--- src/sv/md5_pkg.sv ---
// ----------------------------------------------------------------------------
// md5_pkg: shared types, constants and round tables
// Holds the item codes, the queue entry, the sequencer states and the MD5
// round constants, shift amounts and message word schedule.
// ----------------------------------------------------------------------------
package md5_pkg;

  // Initial chaining words.
  localparam logic [31:0] INIT_A = 32'h6745_2301;
  localparam logic [31:0] INIT_B = 32'hEFCD_AB89;
  localparam logic [31:0] INIT_C = 32'h98BA_DCFE;
  localparam logic [31:0] INIT_D = 32'h1032_5476;

  // Padding marker and block positions.
  localparam logic [7:0] PAD_BYTE  = 8'h80;
  localparam logic [6:0] LEN_POS   = 7'd56;
  localparam logic [6:0] BLOCK_END = 7'd64;

  // Queue between the front and the back.
  localparam int QUEUE_DEPTH = 2;
  localparam int Q_AW        = $clog2(QUEUE_DEPTH);

  // Input commands.
  localparam logic CMD_ABSORB = 1'b0;
  localparam logic CMD_FINISH = 1'b1;

  // Classified operations handed to the back.
  typedef enum logic [1:0] {
    OP_DATA,
    OP_DATA_LAST,
    OP_FINISH
  } op_t;

  // One queue entry: for data the low byte of data holds the message byte,
  // for a finish it holds the message length in bits.
  typedef struct packed {
    op_t         op;
    logic [5:0]  pos;
    logic [63:0] data;
  } q_entry_t;

  // Back sequencer states.
  typedef enum logic [2:0] {
    ST_ABSORB,
    ST_PAD,
    ST_START,
    ST_ROUND,
    ST_ADD,
    ST_OUT
  } state_t;

  // Rotate amount for a round.
  function automatic logic [4:0] round_s(input logic [5:0] r);
    logic [4:0] s;
    case ({r[5:4], r[1:0]})
      4'h0:    s = 5'd7;
      4'h1:    s = 5'd12;
      4'h2:    s = 5'd17;
      4'h3:    s = 5'd22;
      4'h4:    s = 5'd5;
      4'h5:    s = 5'd9;
      4'h6:    s = 5'd14;
      4'h7:    s = 5'd20;
      4'h8:    s = 5'd4;
      4'h9:    s = 5'd11;
      4'hA:    s = 5'd16;
      4'hB:    s = 5'd23;
      4'hC:    s = 5'd6;
      4'hD:    s = 5'd10;
      4'hE:    s = 5'd15;
      4'hF:    s = 5'd21;
      default: s = 5'd0;
    endcase
    return s;
  endfunction

  // Message word used in a round.
  function automatic logic [3:0] msg_idx(input logic [5:0] r);
    logic [3:0] i;
    logic [3:0] g;
    i = r[3:0];
    case (r[5:4])
      2'd0:    g = i;
      2'd1:    g = (i << 2) + i + 4'd1;
      2'd2:    g = (i << 1) + i + 4'd5;
      default: g = (i << 3) - i;
    endcase
    return g;
  endfunction

  // Additive constant for a round.
  function automatic logic [31:0] round_k(input logic [5:0] r);
    logic [31:0] k;
    case (r)
      6'd0:  k = 32'hD76AA478;  6'd1:  k = 32'hE8C7B756;
      6'd2:  k = 32'h242070DB;  6'd3:  k = 32'hC1BDCEEE;
      6'd4:  k = 32'hF57C0FAF;  6'd5:  k = 32'h4787C62A;
      6'd6:  k = 32'hA8304613;  6'd7:  k = 32'hFD469501;
      6'd8:  k = 32'h698098D8;  6'd9:  k = 32'h8B44F7AF;
      6'd10: k = 32'hFFFF5BB1;  6'd11: k = 32'h895CD7BE;
      6'd12: k = 32'h6B901122;  6'd13: k = 32'hFD987193;
      6'd14: k = 32'hA679438E;  6'd15: k = 32'h49B40821;
      6'd16: k = 32'hF61E2562;  6'd17: k = 32'hC040B340;
      6'd18: k = 32'h265E5A51;  6'd19: k = 32'hE9B6C7AA;
      6'd20: k = 32'hD62F105D;  6'd21: k = 32'h02441453;
      6'd22: k = 32'hD8A1E681;  6'd23: k = 32'hE7D3FBC8;
      6'd24: k = 32'h21E1CDE6;  6'd25: k = 32'hC33707D6;
      6'd26: k = 32'hF4D50D87;  6'd27: k = 32'h455A14ED;
      6'd28: k = 32'hA9E3E905;  6'd29: k = 32'hFCEFA3F8;
      6'd30: k = 32'h676F02D9;  6'd31: k = 32'h8D2A4C8A;
      6'd32: k = 32'hFFFA3942;  6'd33: k = 32'h8771F681;
      6'd34: k = 32'h6D9D6122;  6'd35: k = 32'hFDE5380C;
      6'd36: k = 32'hA4BEEA44;  6'd37: k = 32'h4BDECFA9;
      6'd38: k = 32'hF6BB4B60;  6'd39: k = 32'hBEBFBC70;
      6'd40: k = 32'h289B7EC6;  6'd41: k = 32'hEAA127FA;
      6'd42: k = 32'hD4EF3085;  6'd43: k = 32'h04881D05;
      6'd44: k = 32'hD9D4D039;  6'd45: k = 32'hE6DB99E5;
      6'd46: k = 32'h1FA27CF8;  6'd47: k = 32'hC4AC5665;
      6'd48: k = 32'hF4292244;  6'd49: k = 32'h432AFF97;
      6'd50: k = 32'hAB9423A7;  6'd51: k = 32'hFC93A039;
      6'd52: k = 32'h655B59C3;  6'd53: k = 32'h8F0CCC92;
      6'd54: k = 32'hFFEFF47D;  6'd55: k = 32'h85845DD1;
      6'd56: k = 32'h6FA87E4F;  6'd57: k = 32'hFE2CE6E0;
      6'd58: k = 32'hA3014314;  6'd59: k = 32'h4E0811A1;
      6'd60: k = 32'hF7537E82;  6'd61: k = 32'hBD3AF235;
      6'd62: k = 32'h2AD7D2BB;  6'd63: k = 32'hEB86D391;
      default: k = 32'h0;
    endcase
    return k;
  endfunction

endpackage

--- src/sv/md5_if.sv ---
// ----------------------------------------------------------------------------
// md5_if: stream channels of the MD5 hasher
// Valid/ready channels for message bytes and commands in and digest words out.
// ----------------------------------------------------------------------------
interface md5_in_if;
  logic       valid;
  logic       ready;
  logic       command;
  logic [7:0] data_byte;

  modport source  (output valid, command, data_byte, input ready);
  modport sink    (input valid, command, data_byte, output ready);
  modport monitor (input valid, ready, command, data_byte);
endinterface

interface md5_out_if;
  logic        valid;
  logic        ready;
  logic [31:0] digest_word;
  logic [1:0]  word_index;
  logic        last_word;

  modport source  (output valid, digest_word, word_index, last_word, input ready);
  modport sink    (input valid, digest_word, word_index, last_word, output ready);
  modport monitor (input valid, ready, digest_word, word_index, last_word);
endinterface

--- src/sv/md5_queue.sv ---
// ----------------------------------------------------------------------------
// md5_queue: short queue between front and back
// Holds classified words so that the front can accept up to two of them while
// the back is busy with a compression.
// ----------------------------------------------------------------------------
module md5_queue (
  input  logic              clk,
  input  logic              rst_n,
  input  logic              push,
  input  md5_pkg::q_entry_t push_entry,
  input  logic              pop,
  output md5_pkg::q_entry_t head,
  output logic              empty,
  output logic              full
);

  md5_pkg::q_entry_t       mem_r [md5_pkg::QUEUE_DEPTH];
  logic [md5_pkg::Q_AW-1:0] wr_ptr_r, wr_ptr_nxt;
  logic [md5_pkg::Q_AW-1:0] rd_ptr_r, rd_ptr_nxt;
  logic [md5_pkg::Q_AW:0]   count_r, count_nxt;
  logic                     do_push;
  logic                     do_pop;

  assign empty   = (count_r == '0);
  assign full    = (count_r == (md5_pkg::Q_AW+1)'(md5_pkg::QUEUE_DEPTH));
  assign head    = mem_r[rd_ptr_r];
  assign do_push = push && !full;
  assign do_pop  = pop && !empty;

  // Pointer and occupancy update.
  always_comb begin
    wr_ptr_nxt = wr_ptr_r;
    rd_ptr_nxt = rd_ptr_r;
    count_nxt  = count_r;
    if (do_push) begin
      wr_ptr_nxt = wr_ptr_r + 1'b1;
    end
    if (do_pop) begin
      rd_ptr_nxt = rd_ptr_r + 1'b1;
    end
    if (do_push && !do_pop) begin
      count_nxt = count_r + 1'b1;
    end else if (do_pop && !do_push) begin
      count_nxt = count_r - 1'b1;
    end
  end

  always_ff @(posedge clk) begin
    if (!rst_n) begin
      wr_ptr_r <= '0;
      rd_ptr_r <= '0;
      count_r  <= '0;
    end else begin
      wr_ptr_r <= wr_ptr_nxt;
      rd_ptr_r <= rd_ptr_nxt;
      count_r  <= count_nxt;
    end
  end

  // Entry storage needs no reset.
  always_ff @(posedge clk) begin
    if (do_push) begin
      mem_r[wr_ptr_r] <= push_entry;
    end
  end

endmodule

--- src/sv/md5_front.sv ---
// ----------------------------------------------------------------------------
// md5_front: input acceptance and classification
// Keeps the block position and the message length, tags each word as a
// data byte, the byte that completes a block, or a finish carrying the
// bit length, and pushes it into the queue.
// ----------------------------------------------------------------------------
module md5_front (
  input  logic              clk,
  input  logic              rst_n,
  md5_in_if.sink            in_chan,
  input  logic              q_full,
  output logic              q_push,
  output md5_pkg::q_entry_t q_entry
);

  logic [5:0]  fill_r, fill_nxt;
  logic [60:0] msg_r, msg_nxt;
  logic        accept;

  assign in_chan.ready = !q_full;
  assign accept        = in_chan.valid && !q_full;
  assign q_push        = accept;

  // Classify the word and advance the counters.
  always_comb begin
    fill_nxt      = fill_r;
    msg_nxt       = msg_r;
    q_entry.pos   = fill_r;
    q_entry.op    = md5_pkg::OP_DATA;
    q_entry.data  = {56'd0, in_chan.data_byte};
    if (in_chan.command == md5_pkg::CMD_FINISH) begin
      q_entry.op   = md5_pkg::OP_FINISH;
      q_entry.data = {msg_r, 3'b000};
      if (accept) begin
        fill_nxt = '0;
        msg_nxt  = '0;
      end
    end else begin
      if (fill_r == 6'd63) begin
        q_entry.op = md5_pkg::OP_DATA_LAST;
      end
      if (accept) begin
        fill_nxt = fill_r + 6'd1;
        msg_nxt  = msg_r + 61'd1;
      end
    end
  end

  always_ff @(posedge clk) begin
    if (!rst_n) begin
      fill_r <= '0;
      msg_r  <= '0;
    end else begin
      fill_r <= fill_nxt;
      msg_r  <= msg_nxt;
    end
  end

endmodule

--- src/sv/md5_back.sv ---
// ----------------------------------------------------------------------------
// md5_back: block buffer, padding, compression and digest output
// Writes bytes into the 16-word block, pads on finish, runs one MD5 round
// per cycle and drains the digest through a four-word output register.
// ----------------------------------------------------------------------------
module md5_back (
  input  logic              clk,
  input  logic              rst_n,
  input  md5_pkg::q_entry_t q_head,
  input  logic              q_empty,
  output logic              q_pop,
  md5_out_if.source         out_chan
);

  md5_pkg::state_t state_r, state_nxt;
  md5_pkg::state_t ret_r, ret_nxt;
  logic [6:0]  ptr_r, ptr_nxt;
  logic [5:0]  rnd_r, rnd_nxt;
  logic [63:0] len_r, len_nxt;
  logic [31:0] w_r [16];
  logic [31:0] w_nxt [16];
  logic [31:0] chain_r [4];
  logic [31:0] chain_nxt [4];
  logic [31:0] a_r, a_nxt, b_r, b_nxt, c_r, c_nxt, d_r, d_nxt;
  logic [31:0] pre_r, pre_nxt;
  logic [31:0] obuf_r [4];
  logic [31:0] obuf_nxt [4];
  logic [1:0]  ocnt_r, ocnt_nxt;
  logic        obusy_r, obusy_nxt;

  logic [31:0] f;
  logic [31:0] sum;
  logic [63:0] rot_w;
  logic [31:0] rot;
  logic [5:0]  rnd_inc;
  logic        out_fire;

  function automatic logic [5:0] round_s_amt(input logic [5:0] r);
    return {1'b0, md5_pkg::round_s(r)};
  endfunction

  // Round function of the current round group.
  always_comb begin
    case (rnd_r[5:4])
      2'd0:    f = (b_r & c_r) | (~b_r & d_r);
      2'd1:    f = (d_r & b_r) | (~d_r & c_r);
      2'd2:    f = b_r ^ c_r ^ d_r;
      default: f = c_r ^ (b_r | ~d_r);
    endcase
  end

  // The a + K + W part is summed one round ahead into pre_r.
  assign sum     = pre_r + f;
  assign rot_w   = {sum, sum} << round_s_amt(rnd_r);
  assign rot     = rot_w[63:32];
  assign rnd_inc = rnd_r + 6'd1;

  // Digest output register.
  assign out_chan.valid       = obusy_r;
  assign out_chan.digest_word = obuf_r[0];
  assign out_chan.word_index  = ocnt_r;
  assign out_chan.last_word   = (ocnt_r == 2'd3);
  assign out_fire             = obusy_r && out_chan.ready;

  assign q_pop = (state_r == md5_pkg::ST_ABSORB) && !q_empty;

  // Sequencer: next state and datapath updates.
  always_comb begin
    state_nxt = state_r;
    ret_nxt   = ret_r;
    ptr_nxt   = ptr_r;
    rnd_nxt   = rnd_r;
    len_nxt   = len_r;
    w_nxt     = w_r;
    chain_nxt = chain_r;
    a_nxt     = a_r;
    b_nxt     = b_r;
    c_nxt     = c_r;
    d_nxt     = d_r;
    pre_nxt   = pre_r;
    obuf_nxt  = obuf_r;
    ocnt_nxt  = ocnt_r;
    obusy_nxt = obusy_r;

    // Shift out one digest word per handshake.
    if (out_fire) begin
      obuf_nxt[0] = obuf_r[1];
      obuf_nxt[1] = obuf_r[2];
      obuf_nxt[2] = obuf_r[3];
      ocnt_nxt    = ocnt_r + 2'd1;
      if (ocnt_r == 2'd3) begin
        obusy_nxt = 1'b0;
      end
    end

    case (state_r)
      md5_pkg::ST_ABSORB: begin
        if (!q_empty) begin
          case (q_head.op)
            md5_pkg::OP_DATA: begin
              w_nxt[q_head.pos[5:2]][{q_head.pos[1:0], 3'b000} +: 8] = q_head.data[7:0];
            end
            md5_pkg::OP_DATA_LAST: begin
              w_nxt[q_head.pos[5:2]][{q_head.pos[1:0], 3'b000} +: 8] = q_head.data[7:0];
              ret_nxt   = md5_pkg::ST_ABSORB;
              state_nxt = md5_pkg::ST_START;
            end
            default: begin
              w_nxt[q_head.pos[5:2]][{q_head.pos[1:0], 3'b000} +: 8] = md5_pkg::PAD_BYTE;
              ptr_nxt   = {1'b0, q_head.pos} + 7'd1;
              len_nxt   = q_head.data;
              state_nxt = md5_pkg::ST_PAD;
            end
          endcase
        end
      end

      md5_pkg::ST_PAD: begin
        if (ptr_r == md5_pkg::BLOCK_END) begin
          // Length does not fit: compress this block and pad a fresh one.
          ptr_nxt   = '0;
          ret_nxt   = md5_pkg::ST_PAD;
          state_nxt = md5_pkg::ST_START;
        end else if (ptr_r == md5_pkg::LEN_POS) begin
          w_nxt[14] = len_r[31:0];
          w_nxt[15] = len_r[63:32];
          ret_nxt   = md5_pkg::ST_OUT;
          state_nxt = md5_pkg::ST_START;
        end else begin
          w_nxt[ptr_r[5:2]][{ptr_r[1:0], 3'b000} +: 8] = 8'h00;
          ptr_nxt = ptr_r + 7'd1;
        end
      end

      md5_pkg::ST_START: begin
        a_nxt     = chain_r[0];
        b_nxt     = chain_r[1];
        c_nxt     = chain_r[2];
        d_nxt     = chain_r[3];
        pre_nxt   = chain_r[0] + md5_pkg::round_k(6'd0) + w_r[md5_pkg::msg_idx(6'd0)];
        rnd_nxt   = '0;
        state_nxt = md5_pkg::ST_ROUND;
      end

      md5_pkg::ST_ROUND: begin
        a_nxt   = d_r;
        b_nxt   = b_r + rot;
        c_nxt   = b_r;
        d_nxt   = c_r;
        pre_nxt = d_r + md5_pkg::round_k(rnd_inc) + w_r[md5_pkg::msg_idx(rnd_inc)];
        rnd_nxt = rnd_inc;
        if (rnd_r == 6'd63) begin
          state_nxt = md5_pkg::ST_ADD;
        end
      end

      md5_pkg::ST_ADD: begin
        chain_nxt[0] = chain_r[0] + a_r;
        chain_nxt[1] = chain_r[1] + b_r;
        chain_nxt[2] = chain_r[2] + c_r;
        chain_nxt[3] = chain_r[3] + d_r;
        state_nxt    = ret_r;
      end

      md5_pkg::ST_OUT: begin
        // Wait until the previous digest has fully drained.
        if (!obusy_r) begin
          obuf_nxt     = chain_r;
          ocnt_nxt     = '0;
          obusy_nxt    = 1'b1;
          chain_nxt[0] = md5_pkg::INIT_A;
          chain_nxt[1] = md5_pkg::INIT_B;
          chain_nxt[2] = md5_pkg::INIT_C;
          chain_nxt[3] = md5_pkg::INIT_D;
          state_nxt    = md5_pkg::ST_ABSORB;
        end
      end

      default: begin
        state_nxt = md5_pkg::ST_ABSORB;
      end
    endcase
  end

  // Control state and chaining words.
  always_ff @(posedge clk) begin
    if (!rst_n) begin
      state_r    <= md5_pkg::ST_ABSORB;
      ret_r      <= md5_pkg::ST_ABSORB;
      ptr_r      <= '0;
      rnd_r      <= '0;
      ocnt_r     <= '0;
      obusy_r    <= 1'b0;
      chain_r[0] <= md5_pkg::INIT_A;
      chain_r[1] <= md5_pkg::INIT_B;
      chain_r[2] <= md5_pkg::INIT_C;
      chain_r[3] <= md5_pkg::INIT_D;
    end else begin
      state_r <= state_nxt;
      ret_r   <= ret_nxt;
      ptr_r   <= ptr_nxt;
      rnd_r   <= rnd_nxt;
      ocnt_r  <= ocnt_nxt;
      obusy_r <= obusy_nxt;
      chain_r <= chain_nxt;
    end
  end

  // Payload registers.
  always_ff @(posedge clk) begin
    len_r  <= len_nxt;
    w_r    <= w_nxt;
    a_r    <= a_nxt;
    b_r    <= b_nxt;
    c_r    <= c_nxt;
    d_r    <= d_nxt;
    pre_r  <= pre_nxt;
    obuf_r <= obuf_nxt;
  end

endmodule

--- src/sv/md5_stream_hash.sv ---
// A data byte is accepted whenever the queue has room; the byte that completes
// a block holds the back for a compression (load, 64 rounds, chaining add).
// During a compression bytes are taken only until both queue entries are full.
// Finish: byte-wise padding plus one or two compressions,
// then four digest words, one per cycle while the sink is ready.
// Reset (synchronous, active low) restores the MD5 initial chaining words
// and clears the counters and queue; the block buffer is not cleared.
// ----------------------------------------------------------------------------
// md5_stream_hash: streaming MD5 hasher
// Front classifies incoming words, a short queue decouples it from the back,
// which pads, compresses and emits the digest.
// ----------------------------------------------------------------------------
module md5_stream_hash (
  input  logic      clk,
  input  logic      rst_n,
  md5_in_if.sink    in_chan,
  md5_out_if.source out_chan
);

  md5_pkg::q_entry_t push_entry;
  md5_pkg::q_entry_t head;
  logic              push;
  logic              pop;
  logic              q_empty;
  logic              q_full;

  // Front: accept and classify.
  md5_front u_front (
    .clk     (clk),
    .rst_n   (rst_n),
    .in_chan (in_chan),
    .q_full  (q_full),
    .q_push  (push),
    .q_entry (push_entry)
  );

  // Queue between front and back.
  md5_queue u_queue (
    .clk        (clk),
    .rst_n      (rst_n),
    .push       (push),
    .push_entry (push_entry),
    .pop        (pop),
    .head       (head),
    .empty      (q_empty),
    .full       (q_full)
  );

  // Back: pad, compress and emit.
  md5_back u_back (
    .clk      (clk),
    .rst_n    (rst_n),
    .q_head   (head),
    .q_empty  (q_empty),
    .q_pop    (pop),
    .out_chan (out_chan)
  );

endmodule

--- src/flat_wrapper.sv ---
// flat-port wrapper written by rule: the top's interface ports become plain ports
module md5_stream_hash_flat 
  (clk, rst_n, in_chan_valid, in_chan_command, in_chan_data_byte, in_chan_ready, out_chan_valid, out_chan_digest_word, out_chan_word_index, out_chan_last_word, out_chan_ready);
  md5_in_if in_chan_i ();
  md5_out_if out_chan_i ();
  input  logic clk;
  input  logic rst_n;
  input wire logic [$bits(in_chan_i.valid)-1:0] in_chan_valid;
  input wire logic [$bits(in_chan_i.command)-1:0] in_chan_command;
  input wire logic [$bits(in_chan_i.data_byte)-1:0] in_chan_data_byte;
  output wire logic [$bits(in_chan_i.ready)-1:0] in_chan_ready;
  output wire logic [$bits(out_chan_i.valid)-1:0] out_chan_valid;
  output wire logic [$bits(out_chan_i.digest_word)-1:0] out_chan_digest_word;
  output wire logic [$bits(out_chan_i.word_index)-1:0] out_chan_word_index;
  output wire logic [$bits(out_chan_i.last_word)-1:0] out_chan_last_word;
  input wire logic [$bits(out_chan_i.ready)-1:0] out_chan_ready;
  assign in_chan_i.valid = in_chan_valid;
  assign in_chan_i.command = in_chan_command;
  assign in_chan_i.data_byte = in_chan_data_byte;
  assign in_chan_ready = in_chan_i.ready;
  assign out_chan_valid = out_chan_i.valid;
  assign out_chan_digest_word = out_chan_i.digest_word;
  assign out_chan_word_index = out_chan_i.word_index;
  assign out_chan_last_word = out_chan_i.last_word;
  assign out_chan_i.ready = out_chan_ready;
  md5_stream_hash u_core (.clk(clk), .rst_n(rst_n), .in_chan(in_chan_i), .out_chan(out_chan_i));
endmodule
--- config.mk ---
export PLATFORM = sky130hd
export DESIGN_NAME = md5_stream_hash_flat
export DESIGN_NICKNAME = d
export VERILOG_FILES = /design/src/sv/md5_pkg.sv /design/src/sv/md5_if.sv /design/src/sv/md5_queue.sv /design/src/sv/md5_front.sv /design/src/sv/md5_back.sv /design/src/sv/md5_stream_hash.sv /design/src/flat_wrapper.sv
export SDC_FILE = /design/constraint.sdc
export NUM_CORES = 2
export LEC_CHECK = 0
export ABC_AREA = 0
export ABC_CLOCK_PERIOD_IN_PS = 13200
export BUFFER_PORTS_ARGS = -buffer_cell sky130_fd_sc_hd__buf_2
export CELL_PAD_IN_SITES_DETAIL_PLACEMENT = 1
export CELL_PAD_IN_SITES_GLOBAL_PLACEMENT = 1
export CORE_MARGIN = 2
export CORE_UTILIZATION = 40
export CTS_BUF_LIST = sky130_fd_sc_hd__clkbuf_16
export DETAILED_ROUTE_END_ITERATION = 8
export GPL_ROUTABILITY_DRIVEN = 0
export PLACE_DENSITY = 0.75
export SETUP_SLACK_MARGIN = 0.2
export SLEW_MARGIN = 20
export SYNTH_ARGS = -nofsm -noshare
export SYNTH_HDL_FRONTEND = slang
export SYNTH_HIERARCHICAL = 1
export SYNTH_SLANG_ARGS = --single-unit
--- constraint.sdc ---
create_clock -name clk -period 13.2 [get_ports clk]
set_clock_uncertainty 0.05 [all_clocks]
set_input_delay 0.66 -clock clk [delete_from_list [all_inputs] [get_ports clk]]
set_output_delay 0.66 -clock clk [all_outputs]
set_load 0.03 [all_outputs]
==> impl_metrics.toml <==
[timing]
tightest_slew_ns = 1.21
fin_tns_setup_ns = 0
fmax_mhz = 109
maxSlewViolCount = 0
period_needed_ns = 9.19
period_share_pct = 69.6
setup_violations = 0
whs_ns = 0.117
relSlewSlack_pct = 18.4
finalHoldViolations = 0
rsz0062_at_grt = "no"

[floorplan]
row_count = 156
core_area_um2 = 181000
io-pin-count = 50
chipWidth_um = 432
dieArea_um2 = 186000
start_util_pct = 40.4
die_h_um = 432

[clocking]
cts_setup_buffers = 0
cts_tree = "yes"
clk_path_buf_depth = 3
cts_made_buffers = 131
cts_resized = 0
postCtsHoldBufs = 0
cts_root_buf = "clkbuf_16"
h-tree-depth = 4
clk_pin_slew_ns = 0.06
clk_latency_ns = 0.82
cts.sinks = 1234

[global_route]
grt_max_degree = 95
antenna_found_initial = 6
grtUsageMet1_pct = 33.1
grtUsageMet3_pct = 3.42
gr-usage-met2_pct = 44.7
grt_pass1_vias = 60600
busiest_layer = "met2"
overflow = 0
grt_pass1_wl_um = 381000
grt_usage_pct = 26.8

[power_and_ir_drop]
p_sw_share_pct = 43.4
p_leak_nw = 28.0
intPower_mw = 10.0
power-per-cell-area_nw_per_um2 = 223
p_seq_share_pct = 31.9
ir_drop_mv = 0.143
clockPowerShare_pct = 21.0
p_sw_mw = 7.70
comb_power_share_pct = 47.1

[placed_design]
port_buffers = 49
place_area_um2 = 75200
dpl.hpwl_um = 185000

[final_layout]
final_common_cell = "nor2_1"
layout_common_cells = "nor2_1, nand2_1, edfxtp_1, o21ai_0, a21oi_1"
fillers = 20300
nets = 7675
diodes = 0
multiInputGateArea_um2 = 36500
stdcell_area_um2 = 79600
syn2layout_area_growth_pct = 8.73
post-route-util_pct = 43.9
register_area_um2 = 33800
layout-drive-gt1-share_pct = 9.73

[worst_setup_path]
worstPathArrival_ns = 9.64
startpoint_type = "flip-flop"
critPathMaxFanout = 76
crit_required_ns = 13.66
crit_slowest_cell = "ha_1"
slowest_delay_ns = 0.80
crit_path_end_kind = "flip-flop"
crit_type = "reg2reg"

[synth]
synthFlopType = "edfxtp_1"
ys_async_sr_fraction_pct = 0
synth-edff-count = 912
yosysWarnings = 6
syn_nets = 7848
synth_seq_area_share_pct = 46.2
synth-seq-cells = 1234
synth_area_per_cell_um2 = 9.80
synthCells = 7466
synthDistinctLibCells = 124
syn_area_um2 = 73200

[job]
cap_violations = 0

[min_path]
hold_path_class = "in2reg"

[detailed_routing]
wire_per_inst_um = 26.1
first_pass_iters = 6
drcViolationCount = 0
ant_nets = 0
vias_per_cell = 6.03
drt_iter0_drc = 5540
wl_um = 255000
vias = 58900

[status]
status = "finished, final reports clean"
[cell usage after synthesis, types with 34 or more instances]
library cell | number | share of area, %
buf_4 | 46 | 0.47
mux2i_1 | 197 | 2.7
o22ai_1 | 47 | 0.40
dfxtp_1 | 322 | 8.8
buf_1 | 35 | 0.18
or2_2 | 37 | 0.32
o21ai_0 | 673 | 4.6
xnor2_1 | 179 | 2.1
o21bai_1 | 37 | 0.38
o21a_1 | 39 | 0.40
nor3_1 | 101 | 0.69
a21o_1 | 113 | 1.2
a211oi_1 | 91 | 0.93
or3_1 | 49 | 0.42
nor2_1 | 968 | 5.0
clkbuf_1 | 324 | 1.7
mux4_2 | 135 | 4.2
nand4_1 | 41 | 0.35
a21oi_1 | 476 | 3.3
mux2_2 | 120 | 1.8
nor2b_1 | 59 | 0.50
inv_1 | 248 | 1.3
xor2_1 | 112 | 1.3
nand2_1 | 949 | 4.9
edfxtp_1 | 912 | 37
and3_1 | 34 | 0.29
nand3_1 | 114 | 0.78
ha_1 | 328 | 5.6
and2_1 | 90 | 0.77
nand2b_1 | 52 | 0.44
fa_1 | 41 | 1.1
a31oi_1 | 73 | 0.62
[per-stage QoR]
| stage | worst slack (ns) | cells | power (mW) |
|---|---|---|---|
| 3_5_place_dp | 4.01 | 9530 | 13.9 |
| 4_1_cts | 4.01 | 9770 | 17.7 |
| 3_3_place_gp | 4.23 | 9530 | 13.5 |
| 6_report | 4.01 | 9770 | 17.7 |
| 5_1_grt | 3.51 | 9770 | 18.7 |
| 2_1_floorplan | 5.60 | 7466 | 11.3 |
[registers in the layout (all words and copies together), names as in the netlist, named ones only]
register / cells
u_core/u_back/pre_r: 32
u_core/u_queue/rd_ptr_r: 1
u_core/u_back/rnd_r: 6
u_core/u_back/ptr_r: 7
u_core/u_back/state_r: 3
u_core/u_front/fill_r: 6
u_core/u_back/d_r: 32
u_core/u_back/out_chan.valid: 1
u_core/u_back/ret_r: 2
u_core/u_front/msg_r: 61
u_core/u_queue/mem_r: 144
u_core/u_queue/count_r: 2
u_core/u_back/obuf_r: 96
u_core/u_back/w_r: 512
u_core/u_back/b_r: 32
u_core/u_back/c_r: 32
u_core/u_back/out_chan.digest_word: 32
u_core/u_back/len_r: 64
u_core/u_back/chain_r: 128
u_core/u_back/out_chan.word_index: 2
u_core/u_queue/wr_ptr_r: 1
u_core/u_back/a_r: 32
[worst paths after layout]
check	startpoint	slack (ns)	cells after the start	endpoint
worst min register to register	u_core/u_back/chain_r[124]	0.44	2	u_core/u_back/out_chan.digest_word[28]
worst max-delay path	u_core/u_back/rnd_r[0]	4.01	28	u_core/u_back/pre_r[31]
worst min-delay path	out_chan_ready	0.12	3	u_core/u_back/out_chan.word_index[1]
worst max register to register	u_core/u_back/rnd_r[0]	4.01	28	u_core/u_back/pre_r[31]
[per-layer routing]
layer,share of wire (%),wire length [um]
met1,40,101000
met2,48,122000
met3,5.7,14400
met4,6.6,16800
met5,0,0
[power groups by stage]
stage               registers [mW]  clock network [mW]  logic (mW)
detailed placement            5.68                   0        8.18
global placement              5.65                   0        7.88
CTS                           5.61                3.79        8.25
global route                  5.68                3.93        9.08
finish                        5.65                3.73        8.36
floorplan                     5.28                   0        6.01
[cell families (layout without fill, tap and decap cells)]
logic type	count (synthesis)	after routing	share of synthesized area, %
muxes	462	462	8.90
AOI/OAI and AO/OA	1839	1839	15.2
and+or+nand+nor	2570	2570	15.3
xor gates and xnor gates	296	296	3.60
DFF	1234	1234	46.2
buffers and inverters	696	630	4.08
adders and majority gates	369	369	6.73
[layout make-up]
cell class	instances	share of cell area, %
Multi-Input combinational cell	5536	45.9
Inverter	255	1.22
Sequential cell	1234	42.5
Clock buffer	134	4.21
Tap cell	2370	3.73
Timing Repair Buffer	135	1.14
Clock inverter	106	1.24
[critical path: cells and delay by family, from the launching register on]
kind / cells / cell delay (ns)
compound gates: 11 / 2.58
fa+ha+maj: 4 / 2.04
buf+inv: 5 / 1.94
simple gates: 4 / 1.11
xor+xnor: 3 / 0.70
flops: 1 / 0.31
mux: 1 / 0.10
No activity file was read; power rests on OpenSTA's default activity.
